**config.mk**
```make
export PLATFORM = sky130hd
export DESIGN_NAME = pending_command_tracker_unit
export DESIGN_NICKNAME = d
export VERILOG_FILES = /design/src/design/pct_pkg.sv /design/src/design/pct_ram.sv /design/src/design/pct_datapath.sv /design/src/design/pct_ctrl.sv /design/src/design/pending_command_tracker_unit.sv
export SDC_FILE = /design/constraint.sdc
export NUM_CORES = 1
export LEC_CHECK = 0
export ABC_AREA = 0
export BUFFER_PORTS_ARGS = -buffer_cell sky130_fd_sc_hd__clkbuf_2
export CAP_MARGIN = 20
export CORE_AREA = 4 4 263 265
export DETAILED_ROUTE_END_ITERATION = 6
export DIE_AREA = 0 0 267 269
export GPL_ROUTABILITY_DRIVEN = 0
export HOLD_SLACK_MARGIN = 0.05
export SLEW_MARGIN = 20
export SYNTH_ARGS = -nofsm -noshare
export SYNTH_HDL_FRONTEND = slang
export SYNTH_HIERARCHICAL = 1
export SYNTH_SLANG_ARGS = --single-unit
export TNS_END_PERCENT = 20
```
**constraint.sdc**
```tcl
create_clock -name aclk -period 12 [get_ports aclk]
set_input_delay 0.6 -clock aclk [delete_from_list [all_inputs] [get_ports aclk]]
set_output_delay 0.6 -clock aclk [all_outputs]
set_load 0.02 [all_outputs]
```
**src/design/pct_pkg.sv**
```systemverilog
`default_nettype none
package pct_pkg;

    localparam int SLOTS_DEFAULT = 8;

    localparam int ID_W      = 16;
    localparam int KIND_W    = 2;
    localparam int TIME_W    = 32;
    localparam int ACTION_W  = 2;
    localparam int OUTCOME_W = 3;

    localparam int NUM_KINDS = 4;
    localparam int CFG_IDX_W = 2;
    localparam int CFG_DATA_W = TIME_W;

    // Slot memory word: id in the low bits, then kind, then deadline.
    localparam int SLOT_W = ID_W + KIND_W + TIME_W;

    localparam int IN_TDATA_W  = 56;
    localparam int OUT_TDATA_W = 24;

    localparam logic [ID_W-1:0] ID_FIRST = ID_W'(1);

    localparam logic [TIME_W-1:0] TIMEOUT_RESET [NUM_KINDS] = '{
        TIME_W'(5000), TIME_W'(5000), TIME_W'(2000), TIME_W'(30000)
    };

    typedef enum logic [ACTION_W-1:0] {
        ACT_ISSUE    = 2'd0,
        ACT_COMPLETE = 2'd1,
        ACT_CHECK    = 2'd2
    } action_t;

    typedef enum logic [OUTCOME_W-1:0] {
        OUT_ISSUED     = 3'd0,
        OUT_DROPPED    = 3'd1,
        OUT_COMPLETED  = 3'd2,
        OUT_NO_MATCH   = 3'd3,
        OUT_TIMED_OUT  = 3'd4,
        OUT_CHECK_DONE = 3'd5
    } outcome_t;

    typedef struct packed {
        logic     load;
        logic     idx_inc;
        logic     write_slot;
        logic     clear_valid;
        logic     emit;
        outcome_t emit_code;
    } pct_cmd_t;

    typedef struct packed {
        logic in_done_zero;
        logic slot_free;
        logic match;
        logic expired;
        logic idx_last;
        logic out_free;
    } pct_status_t;

endpackage
`default_nettype wire

```
**src/design/pct_ram.sv**
```systemverilog
`default_nettype none
module pct_ram #(
    parameter int WIDTH  = 8,
    parameter int DEPTH  = 8,
    parameter int ADDR_W = (DEPTH > 1) ? $clog2(DEPTH) : 1
) (
    input  wire logic              aclk,
    input  wire logic              we,
    input  wire logic [ADDR_W-1:0] waddr,
    input  wire logic [WIDTH-1:0]  wdata,
    input  wire logic [ADDR_W-1:0] raddr,
    output logic      [WIDTH-1:0]  rdata
);

    logic [WIDTH-1:0] mem [DEPTH];
    logic [WIDTH-1:0] rdata_reg;

    always_ff @(posedge aclk) begin
        if (we) begin
            mem[waddr] <= wdata;
        end
        rdata_reg <= mem[raddr];
    end

    assign rdata = rdata_reg;

endmodule
`default_nettype wire

```
**src/design/pct_datapath.sv**
```systemverilog
`default_nettype none
module pct_datapath #(
    parameter int SLOTS = pct_pkg::SLOTS_DEFAULT
) (
    input  wire logic                            aclk,
    input  wire logic                            aresetn,
    input  wire logic [pct_pkg::ACTION_W-1:0]    in_action,
    input  wire logic [pct_pkg::KIND_W-1:0]      in_kind,
    input  wire logic [pct_pkg::ID_W-1:0]        in_done_id,
    input  wire logic [pct_pkg::TIME_W-1:0]      in_now,
    input  wire logic                            cfg_wr_en,
    input  wire logic [pct_pkg::CFG_IDX_W-1:0]   cfg_index,
    input  wire logic [pct_pkg::CFG_DATA_W-1:0]  cfg_wdata,
    input  wire pct_pkg::pct_cmd_t               cmd,
    output pct_pkg::pct_status_t                 status,
    output logic                                 out_valid,
    input  wire logic                            out_ready,
    output logic [pct_pkg::OUTCOME_W-1:0]        out_outcome,
    output logic [pct_pkg::ID_W-1:0]             out_id,
    output logic [pct_pkg::KIND_W-1:0]           out_kind,
    output logic                                 out_last
);
    import pct_pkg::*;

    localparam int IDX_W = (SLOTS > 1) ? $clog2(SLOTS) : 1;
    localparam logic [IDX_W-1:0] IDX_LAST = IDX_W'(SLOTS - 1);

    logic [TIME_W-1:0] timeout_reg [NUM_KINDS];
    logic [SLOTS-1:0]  valid_reg;
    logic [IDX_W-1:0]  idx_reg;
    logic [ID_W-1:0]   next_id_reg;

    logic [KIND_W-1:0] item_kind_reg;
    logic [ID_W-1:0]   item_done_id_reg;
    logic [TIME_W-1:0] item_now_reg;
    logic [ID_W-1:0]   item_id_reg;

    logic                 out_valid_reg;
    logic [OUTCOME_W-1:0] out_outcome_reg;
    logic [ID_W-1:0]      out_id_reg;
    logic [KIND_W-1:0]    out_kind_reg;
    logic                 out_last_reg;

    logic [SLOT_W-1:0] ram_wdata;
    logic [SLOT_W-1:0] ram_rdata;
    logic [ID_W-1:0]   rd_id;
    logic [KIND_W-1:0] rd_kind;
    logic [TIME_W-1:0] rd_deadline;
    logic [TIME_W-1:0] deadline;
    logic              out_free;

    logic [OUTCOME_W-1:0] emit_outcome_next;
    logic [ID_W-1:0]      emit_id_next;
    logic [KIND_W-1:0]    emit_kind_next;

    assign deadline  = item_now_reg + timeout_reg[item_kind_reg];
    assign ram_wdata = {deadline, item_kind_reg, item_id_reg};

    pct_ram #(
        .WIDTH (SLOT_W),
        .DEPTH (SLOTS),
        .ADDR_W(IDX_W)
    ) u_slot_ram (
        .aclk (aclk),
        .we   (cmd.write_slot),
        .waddr(idx_reg),
        .wdata(ram_wdata),
        .raddr(idx_reg),
        .rdata(ram_rdata)
    );

    assign rd_id       = ram_rdata[ID_W-1:0];
    assign rd_kind     = ram_rdata[ID_W +: KIND_W];
    assign rd_deadline = ram_rdata[ID_W+KIND_W +: TIME_W];

    assign out_free = !out_valid_reg || out_ready;

    always_comb begin
        status.in_done_zero = (in_done_id == '0);
        status.slot_free    = !valid_reg[idx_reg];
        status.match        = valid_reg[idx_reg] && (rd_id == item_done_id_reg);
        status.expired      = valid_reg[idx_reg] && (rd_deadline != '0)
                              && !(item_now_reg < rd_deadline);
        status.idx_last     = (idx_reg == IDX_LAST);
        status.out_free     = out_free;
    end

    always_comb begin
        emit_outcome_next = cmd.emit_code;
        emit_id_next      = '0;
        emit_kind_next    = '0;
        unique case (cmd.emit_code)
            OUT_ISSUED, OUT_DROPPED: begin
                emit_id_next   = item_id_reg;
                emit_kind_next = item_kind_reg;
            end
            OUT_COMPLETED: begin
                emit_id_next = item_done_id_reg;
            end
            OUT_TIMED_OUT: begin
                emit_id_next   = rd_id;
                emit_kind_next = rd_kind;
            end
            default: begin
                emit_id_next   = '0;
                emit_kind_next = '0;
            end
        endcase
    end

    always_ff @(posedge aclk) begin
        if (!aresetn) begin
            for (int k = 0; k < NUM_KINDS; k++) begin
                timeout_reg[k] <= TIMEOUT_RESET[k];
            end
            valid_reg     <= '0;
            idx_reg       <= '0;
            next_id_reg   <= ID_FIRST;
            out_valid_reg <= 1'b0;
        end else begin
            if (cfg_wr_en) begin
                timeout_reg[cfg_index] <= cfg_wdata;
            end

            if (cmd.load) begin
                idx_reg <= '0;
                if (in_action == ACT_ISSUE) begin
                    // The id counter never hands out zero.
                    next_id_reg <= (next_id_reg == '1) ? ID_FIRST : next_id_reg + ID_FIRST;
                end
            end else if (cmd.idx_inc) begin
                idx_reg <= idx_reg + IDX_W'(1);
            end

            if (cmd.write_slot) begin
                valid_reg[idx_reg] <= 1'b1;
            end else if (cmd.clear_valid) begin
                valid_reg[idx_reg] <= 1'b0;
            end

            if (cmd.emit) begin
                out_valid_reg <= 1'b1;
            end else if (out_ready) begin
                out_valid_reg <= 1'b0;
            end
        end
    end

    always_ff @(posedge aclk) begin
        if (cmd.load) begin
            item_kind_reg    <= in_kind;
            item_done_id_reg <= in_done_id;
            item_now_reg     <= in_now;
            item_id_reg      <= next_id_reg;
        end
        if (cmd.emit) begin
            out_outcome_reg <= emit_outcome_next;
            out_id_reg      <= emit_id_next;
            out_kind_reg    <= emit_kind_next;
            out_last_reg    <= (cmd.emit_code != OUT_TIMED_OUT);
        end
    end

    assign out_valid   = out_valid_reg;
    assign out_outcome = out_outcome_reg;
    assign out_id      = out_id_reg;
    assign out_kind    = out_kind_reg;
    assign out_last    = out_last_reg;

endmodule
`default_nettype wire

```
**src/design/pct_ctrl.sv**
```systemverilog
`default_nettype none
module pct_ctrl (
    input  wire logic                          aclk,
    input  wire logic                          aresetn,
    input  wire logic                          in_valid,
    output logic                               in_ready,
    input  wire logic [pct_pkg::ACTION_W-1:0]  in_action,
    input  wire pct_pkg::pct_status_t          status,
    output pct_pkg::pct_cmd_t                  cmd
);
    import pct_pkg::*;

    typedef enum logic [2:0] {
        ST_IDLE,
        ST_ISSUE,
        ST_FETCH,
        ST_TEST,
        ST_EMIT
    } state_t;

    state_t                state_reg, state_next;
    outcome_t              code_reg, code_next;
    logic [ACTION_W-1:0]   act_reg, act_next;

    always_comb begin
        state_next    = state_reg;
        code_next     = code_reg;
        act_next      = act_reg;
        in_ready      = 1'b0;
        cmd           = '0;
        cmd.emit_code = code_reg;

        unique case (state_reg)
            ST_IDLE: begin
                in_ready = 1'b1;
                if (in_valid) begin
                    cmd.load = 1'b1;
                    act_next = in_action;
                    unique case (in_action)
                        ACT_ISSUE: begin
                            state_next = ST_ISSUE;
                        end
                        ACT_COMPLETE: begin
                            if (status.in_done_zero) begin
                                code_next  = OUT_NO_MATCH;
                                state_next = ST_EMIT;
                            end else begin
                                state_next = ST_FETCH;
                            end
                        end
                        ACT_CHECK: begin
                            state_next = ST_FETCH;
                        end
                        default: begin
                            state_next = ST_IDLE;
                        end
                    endcase
                end
            end

            ST_ISSUE: begin
                priority if (status.slot_free) begin
                    cmd.write_slot = 1'b1;
                    code_next      = OUT_ISSUED;
                    state_next     = ST_EMIT;
                end else if (status.idx_last) begin
                    code_next  = OUT_DROPPED;
                    state_next = ST_EMIT;
                end else begin
                    cmd.idx_inc = 1'b1;
                end
            end

            // The slot memory read is registered: its word is ready in the cycle after the index is set.
            ST_FETCH: begin
                state_next = ST_TEST;
            end

            ST_TEST: begin
                if (act_reg == ACT_COMPLETE) begin
                    priority if (status.match) begin
                        cmd.clear_valid = 1'b1;
                        code_next       = OUT_COMPLETED;
                        state_next      = ST_EMIT;
                    end else if (status.idx_last) begin
                        code_next  = OUT_NO_MATCH;
                        state_next = ST_EMIT;
                    end else begin
                        cmd.idx_inc = 1'b1;
                        state_next  = ST_FETCH;
                    end
                end else if (status.expired && !status.out_free) begin
                    // Hold here until the timed-out word can be sent.
                    state_next = ST_TEST;
                end else begin
                    if (status.expired) begin
                        cmd.emit        = 1'b1;
                        cmd.emit_code   = OUT_TIMED_OUT;
                        cmd.clear_valid = 1'b1;
                    end
                    if (status.idx_last) begin
                        code_next  = OUT_CHECK_DONE;
                        state_next = ST_EMIT;
                    end else begin
                        cmd.idx_inc = 1'b1;
                        state_next  = ST_FETCH;
                    end
                end
            end

            ST_EMIT: begin
                if (status.out_free) begin
                    cmd.emit   = 1'b1;
                    state_next = ST_IDLE;
                end
            end

            default: begin
                state_next = ST_IDLE;
            end
        endcase
    end

    always_ff @(posedge aclk) begin
        if (!aresetn) begin
            state_reg <= ST_IDLE;
            code_reg  <= OUT_ISSUED;
            act_reg   <= '0;
        end else begin
            state_reg <= state_next;
            code_reg  <= code_next;
            act_reg   <= act_next;
        end
    end

endmodule
`default_nettype wire

```
**src/design/pending_command_tracker_unit.sv**
```systemverilog
`default_nettype none
// Pending command tracker: keeps up to SLOTS outstanding commands, each with a
// 16-bit id, a kind and a deadline of now_ms plus the kind's timeout register.
// One word is taken at a time. An issue walks over the valid bits for the
// first free slot and then sends the result; a complete or a deadline check
// visits the single read port of the slot memory at most once per slot, with
// a fetch and a test state. A check sends one timed-out word per expired slot
// in slot order and then a done word with tlast set; every other action ends
// in a single word with tlast set. A stalled output adds cycles. Action code 3
// is swallowed with no result. Timeout registers may be written only while the
// block is idle.
module pending_command_tracker_unit #(
    parameter int SLOTS = pct_pkg::SLOTS_DEFAULT
) (
    input  wire logic                            aclk,
    input  wire logic                            aresetn,
    // s_tdata: command_kind[1:0], done_id[17:2], now_ms[49:18], zero pad.
    input  wire logic                            s_tvalid,
    output logic                                 s_tready,
    input  wire logic [pct_pkg::IN_TDATA_W-1:0]  s_tdata,
    // s_tuser: action[1:0].
    input  wire logic [pct_pkg::ACTION_W-1:0]    s_tuser,
    // m_tdata: result_id[15:0], result_kind[17:16], zero pad.
    output logic                                 m_tvalid,
    input  wire logic                            m_tready,
    output logic [pct_pkg::OUT_TDATA_W-1:0]      m_tdata,
    // m_tuser: outcome[2:0].
    output logic [pct_pkg::OUTCOME_W-1:0]        m_tuser,
    output logic                                 m_tlast,
    input  wire logic                            cfg_wr_en,
    input  wire logic [pct_pkg::CFG_IDX_W-1:0]   cfg_index,
    input  wire logic [pct_pkg::CFG_DATA_W-1:0]  cfg_wdata
);
    import pct_pkg::*;

    pct_cmd_t    cmd;
    pct_status_t status;
    logic        in_accept_ready;

    logic [KIND_W-1:0] in_kind;
    logic [ID_W-1:0]   in_done_id;
    logic [TIME_W-1:0] in_now;
    logic [ID_W-1:0]   out_id;
    logic [KIND_W-1:0] out_kind;

    assign in_kind    = s_tdata[KIND_W-1:0];
    assign in_done_id = s_tdata[KIND_W +: ID_W];
    assign in_now     = s_tdata[KIND_W+ID_W +: TIME_W];

    pct_ctrl u_ctrl (
        .aclk     (aclk),
        .aresetn  (aresetn),
        .in_valid (s_tvalid),
        .in_ready (in_accept_ready),
        .in_action(s_tuser),
        .status   (status),
        .cmd      (cmd)
    );

    pct_datapath #(
        .SLOTS(SLOTS)
    ) u_datapath (
        .aclk       (aclk),
        .aresetn    (aresetn),
        .in_action  (s_tuser),
        .in_kind    (in_kind),
        .in_done_id (in_done_id),
        .in_now     (in_now),
        .cfg_wr_en  (cfg_wr_en),
        .cfg_index  (cfg_index),
        .cfg_wdata  (cfg_wdata),
        .cmd        (cmd),
        .status     (status),
        .out_valid  (m_tvalid),
        .out_ready  (m_tready),
        .out_outcome(m_tuser),
        .out_id     (out_id),
        .out_kind   (out_kind),
        .out_last   (m_tlast)
    );

    assign s_tready = in_accept_ready;
    assign m_tdata  = {(OUT_TDATA_W - ID_W - KIND_W)'(0), out_kind, out_id};

endmodule
`default_nettype wire
```
Word-level counts from Yosys, hierarchy flattened
Memory sizes are Yosys's and may differ from the RTL's. A register that Yosys moved wholly into a read port is not among the register bits.
Index checks and enable logic that the tools add are counted.
{ "word_totals": {"ram_bits": 528, "input_bits": 97, "word_cells": 136, "reg_bits": 124, "latch_bits": 0, "romBits": 0, "out_inout_bits": 30, "n_memories": 2} }
{ "memory_table": {"columns": ["memory", "words", "width", "rd", "rd_ports_with_merged_regs", "write_ports", "line_no", "rtl"], "rows": [
  ["u_datapath.u_slot_ram.mem", 8, 50, 1, 1, 1, "pct_ram.sv:15", "logic [WIDTH-1:0] mem [DEPTH];"],
  ["u_datapath.timeout_reg", 4, 32, 1, 1, 4, "pct_datapath.sv:28", "logic [TIME_W-1:0] timeout_reg [NUM_KINDS];"]
]} }
{ "classes": {"div_mod_pow": 0, "shift": 0, "muxes": 63, "add_sub_neg": 3, "multipliers": 0, "magnitude_cmp": 3, "bitwise": 4, "eq_ne": 22, "reduce_logical": 24} }
{ "ops": {"columns": ["cell", "n"], "rows": [
  ["$mux 3", 20],
  ["$pmux 16 s3", 1],
  ["$add 32x32->32", 1],
  ["$lt 32x32->1", 1],
  ["$mux 32", 1],
  ["$reduce_bool 32->1", 1],
  ["$reduce_or 32->1", 1],
  ["$mux 1", 25],
  ["$pmux 3 s3", 2],
  ["$add 16x1->16 const B", 1],
  ["$eq 16x16->1", 1],
  ["$eq 16x16->1 const B", 1],
  ["$logic_not 16->1", 1],
  ["$mux 16", 1],
  ["$mux 8", 2],
  ["$pmux 3 s5", 1],
  ["$mux 5", 2],
  ["$eq 3x2->1 const B", 3],
  ["$eq 3x3->1 const B", 3],
  ["$ne 3x3->1 const B", 3],
  ["$and 8x8->8", 1],
  ["$not 8->8", 1],
  ["$or 8x8->8", 1],
  ["$reduce_and 8->1", 1],
  ["26 further kinds", 43]
]} }

Depth between registers and ports, before layout
{ "logic_depth": {"ltp_word": 11, "depth_mapped": 17, "mapped_depth_nobuf": 15} }

Modules after synthesis
The synthesis kept the hierarchy.
{ "modules_own_cells": {"columns": ["module", "area_each_um2", "cells_per_inst", "seq_area_each_um2", "n_inst"], "rows": [
  ["pct_ram", 16450.8, 641, 13012.5, 1],
  ["pct_datapath", 12793.5, 1046, 7086.8, 1],
  ["pct_ctrl", 606.8, 69, 160.2, 1],
  ["pending_command_tracker_unit", 48.8, 7, 0.0, 1]
]} }

Least setup slack after synthesis
OpenSTA, ideal clock, no wires.
{ "synth_timing": {"path_kind": "register to register", "from": "register u_datapath.idx_reg[0]", "to": "memory u_datapath/u_slot_ram/mem[4][0] (netlist name), enable pin", "path_stages_with_launch": 7, "slack_ns": 6.067, "required_ns": 11.481, "synth_period_minus_slack_ns": 5.933, "setup_ns": 0.519, "t_arrival_ns": 5.414, "path_buffers": 1, "path_cell_list": "dfxtp_1 -> clkbuf_1 -> mux4_2 -> mux2i_1 -> and3_1 -> nand2_1 -> nor3_1"} }
{ "synth_lines": {"columns": ["item", "line_no", "rtl"], "rows": [
  ["start: declaration", "pct_datapath.sv:30", "logic [IDX_W-1:0] idx_reg;"],
  ["start signal: assignment", "pct_datapath.sv:132", "idx_reg <= idx_reg + IDX_W'(1);"],
  ["end: declaration", "pct_ram.sv:15", null]
]} }

==> summary.md <==
| Metric | Value |
|---|---|
| Status | completed |
| Commonest non-fill, non-tap cells in the layout | edfxtp_1 (616), clkbuf_2 (114), mux4_1 (100) |
| Synth cell types | 77 |
| Crit start category | flop |
| Largest net degree at the start of global routing | 62 |
| Max Clock Freq | 177.4 MHz |
| Synth top area share | 61.87% |
| HP Class | in -> reg |
| Antenna violations before repair | 0 |
| Worst Tran Pin Value | 1.212 ns |
| Number of synthesized register bits | 704 |
| Worst-Skew Late Latency | 0.61 ns |
| Setup Fix Bufs, Post-CTS | 0 |
| MaxCap Viol Count | 0 |
| Crit. path cell count | 10 |
| Final #Nets | 2068 |
| Longest Clk Path Bufs | 3 |
| Mapped cell area | 29900 um^2 |
| Initial Util | 44.76% |
| Post-CTS Resized | 0 |
| Wire length on met3 | 2828 um |
| Maximum vdd drop | 108.3 uV |
| Top cell type by total area after synthesis | edfxtp_1 |
| Synthesized instance count | 1763 |
| CP delay by family, top | simple AND/OR/NAND/NOR gates |
| Final Core Density | 50.69% |
| CP arrival | 6.06 ns |
| Routed len/inst | 22.39 um |
| Post-synthesis sequential area ratio | 67.76% |
| DR iter-0 viols | 1000 |
| Port Buffer Count | 114 |
| Row cnt | 95 |
| Post-Route WL | 63580 um |
| Max-slew violation count | 0 |
| TritonCTS clock tree | done |
| Power per cell area | 173.5 nW/um^2 |
| Worst-path fanout max | 61 |
| Clock sinks | 704 |
| Filler Cell Count | 5497 |
| Grt total ovfl | 0 |
| Core box area | 66800 um^2 |
| # IOs | 127 |
| Vias per inst | 5.578 |
| Met1 WL | 28030 um |
| Switching share of power | 23.71% |
| Critical path buffer and inverter count | 1 |
| Die Span X | 267 um |
| Yosys Warn Count | 6 |
| Placed cell area | 31430 um^2 |
| Die height | 269 um |
| Tot Pwr | 5875 uW |
| Max-Slew Margin vs Limit | 18.48% |
| First-pass GRT wire length | 96150 um |
| Design area | 33860 um^2 |
| TritonCTS Buffers | 75 |
| Worst r2r path cells | 10 |
| Pre-CTS WS | 6.499 ns |
| Syn_area_per_cell | 16.96 um^2 |
| Vias | 15842 |
| Internal cell power | 4482 uW |
| Type of the worst setup path | reg -> reg |
| Commonest non-fill, non-tap cell in the layout | edfxtp_1 |
| DR pass1 iterations | 5 |
| Max incr delay on CP | 1.01 ns |
| DRC viols | 0 |
| RSZ-0062 raised after global routing | false |
| Number of global-route vias before repair | 16067 |
| Routed Antenna Nets | 0 |
| DP HPWL | 39240 um |
| Critical-path cell list | buf_4, mux4_2, mux2i_1, nor4_1, nand2_1, nor3_1, nor2b_1, nor2b_1, a21oi_1, o21ai_0 |
| Area of the multi-input gates | 9107 um^2 |
| Period minus WS final | 5.636 ns |
| Critical Path RT | 12.43 ns |
| Reg area | 20270 um^2 |
| Largest cells by area after synthesis | edfxtp_1 (62%), mux4_1 (8.8%), dfxtp_1 (5.9%) |
| Leak | 0.01188 uW |
| Post-synth EDFFs | 616 |
| Endpoints failing setup | 0 |
| CTS H-Tree Depth | 3 |
| Fraction of registers with async set/reset | 0% |
| Clk root buf | clkbuf_16 |
| Clock Power Share | 38.4% |
| Die area | 71820 um^2 |
| Clk_skew | 0.02001 ns |
| Max reg flops | 400 |
| CP Capture Type | flop |
| Crit path max-delay cell type | nor4_1 |
| Highest metal used | met4 |
| Worst Hold Depth | 1 |
| Hold buffer count at CTS | 0 |
| Met2 WL | 30980 um |
| Post-synth top flop | edfxtp_1 |
| Total GRT Usage | 17.72% |
| Sw power | 1393 uW |
| Fraction of layout cells with a size suffix above 1 | 19.13% |
| Final Hold Violating Endpoints | 0 |
| Tcrit/Tclk final | 46.97% |
| Logic pwr share | 11.4% |
| Power share of the sequential group | 50.2% |
| Final Worst Setup Slack | 6.364 ns |
| Area growth syn-to-layout | 13.25% |
| Setup TNS | 0 ns |
| Most frequent CP cell | nor2b_1 |
| Clock slew at reported path FFs | 0.06 ns |
## area by class of cell
| cell class | count | share of cell area [%] |
|---|---|---|
| antenna | 2 | 0.01478 |
| clock buffer | 101 | 6.134 |
| clock inverter | 36 | 1.042 |
| inverter | 47 | 0.5210 |
| multi-input combinational | 935 | 26.90 |
| sequential | 704 | 59.87 |
| tap | 873 | 3.226 |
| timing repair buffer | 142 | 2.298 |
## metrics by stage
stage          hold WS (ns)  instances
2_1_floorplan        0.4282       1768
3_3_place_gp         0.4401       2700
3_5_place_dp         0.4529       2701
4_1_cts              0.1313       2838
5_1_grt              0.1316       2838
6_report             0.1733       2840
## kinds of logic (layout without fill, tap and decap cells)
family,Yosys count,count (layout),share of synthesized area [%]
AOI/OAI and AO/OA,213,213,4.674
DFF,704,704,67.76
muxes,194,194,13.57
adders and majority gates,66,66,2.787
xor gates and xnor gates,53,53,1.552
other,1,8,0.01254
buffers and inverters,129,326,2.096
and+or+nand+nor,403,403,7.545
## final timing paths
| path | from | endpoint | slack [ns] |
|---|---|---|---|
| max reg2reg | u_datapath/idx_reg[2] | u_datapath/out_id[10] | 6.36 |
| min reg2reg | u_datapath/next_id_reg[15] | u_datapath/next_id_reg[15] | 0.45 |
| max | u_datapath/idx_reg[2] | u_datapath/out_id[10] | 6.36 |
| min | s_tdata[22] | u_datapath/item_now_reg[4] | 0.17 |
## power by group through the flow
stage	Combinational (uW)	Clock (uW)	Sequential, uW
after floorplan	465	0	2980
after global routing	739	2420	2960
after detailed placement	666	0	3000
after global placement	638	0	3000
final	668	2260	2950
after CTS	668	2310	2950
## metal layers
layer | up-vias | GRT usage, %
met1 | 8049 | 24.04
met3 | 105 | 2.911
li1 | 7270 | -
met5 | - | 0
met2 | 418 | 29.61
met4 | 0 | 5.711
## synth_stat cells, types with 6 or more instances
library cell and instances:
ha_1 65, mux4_1 100, inv_1 47, buf_6 15, o31ai_1 6, nand4_1 15
a31oi_1 6, o21a_1 6, and2_1 82, nand2b_1 33, nand3_1 20, a21o_1 32
o21ai_0 47, nand2_1 56, xor2_1 29, mux2i_1 8, and3_1 33, nor3b_1 7
edfxtp_1 616, buf_1 14, clkbuf_1 43, or2_2 10, a21oi_1 69, nor2b_1 33
nor3_1 8, mux2_2 52, mux4_2 34, nor4_1 19, nor2_1 65, xnor2_1 24
buf_4 7, dfxtp_1 88
Note: power is estimated with default switching activity, not from simulation.
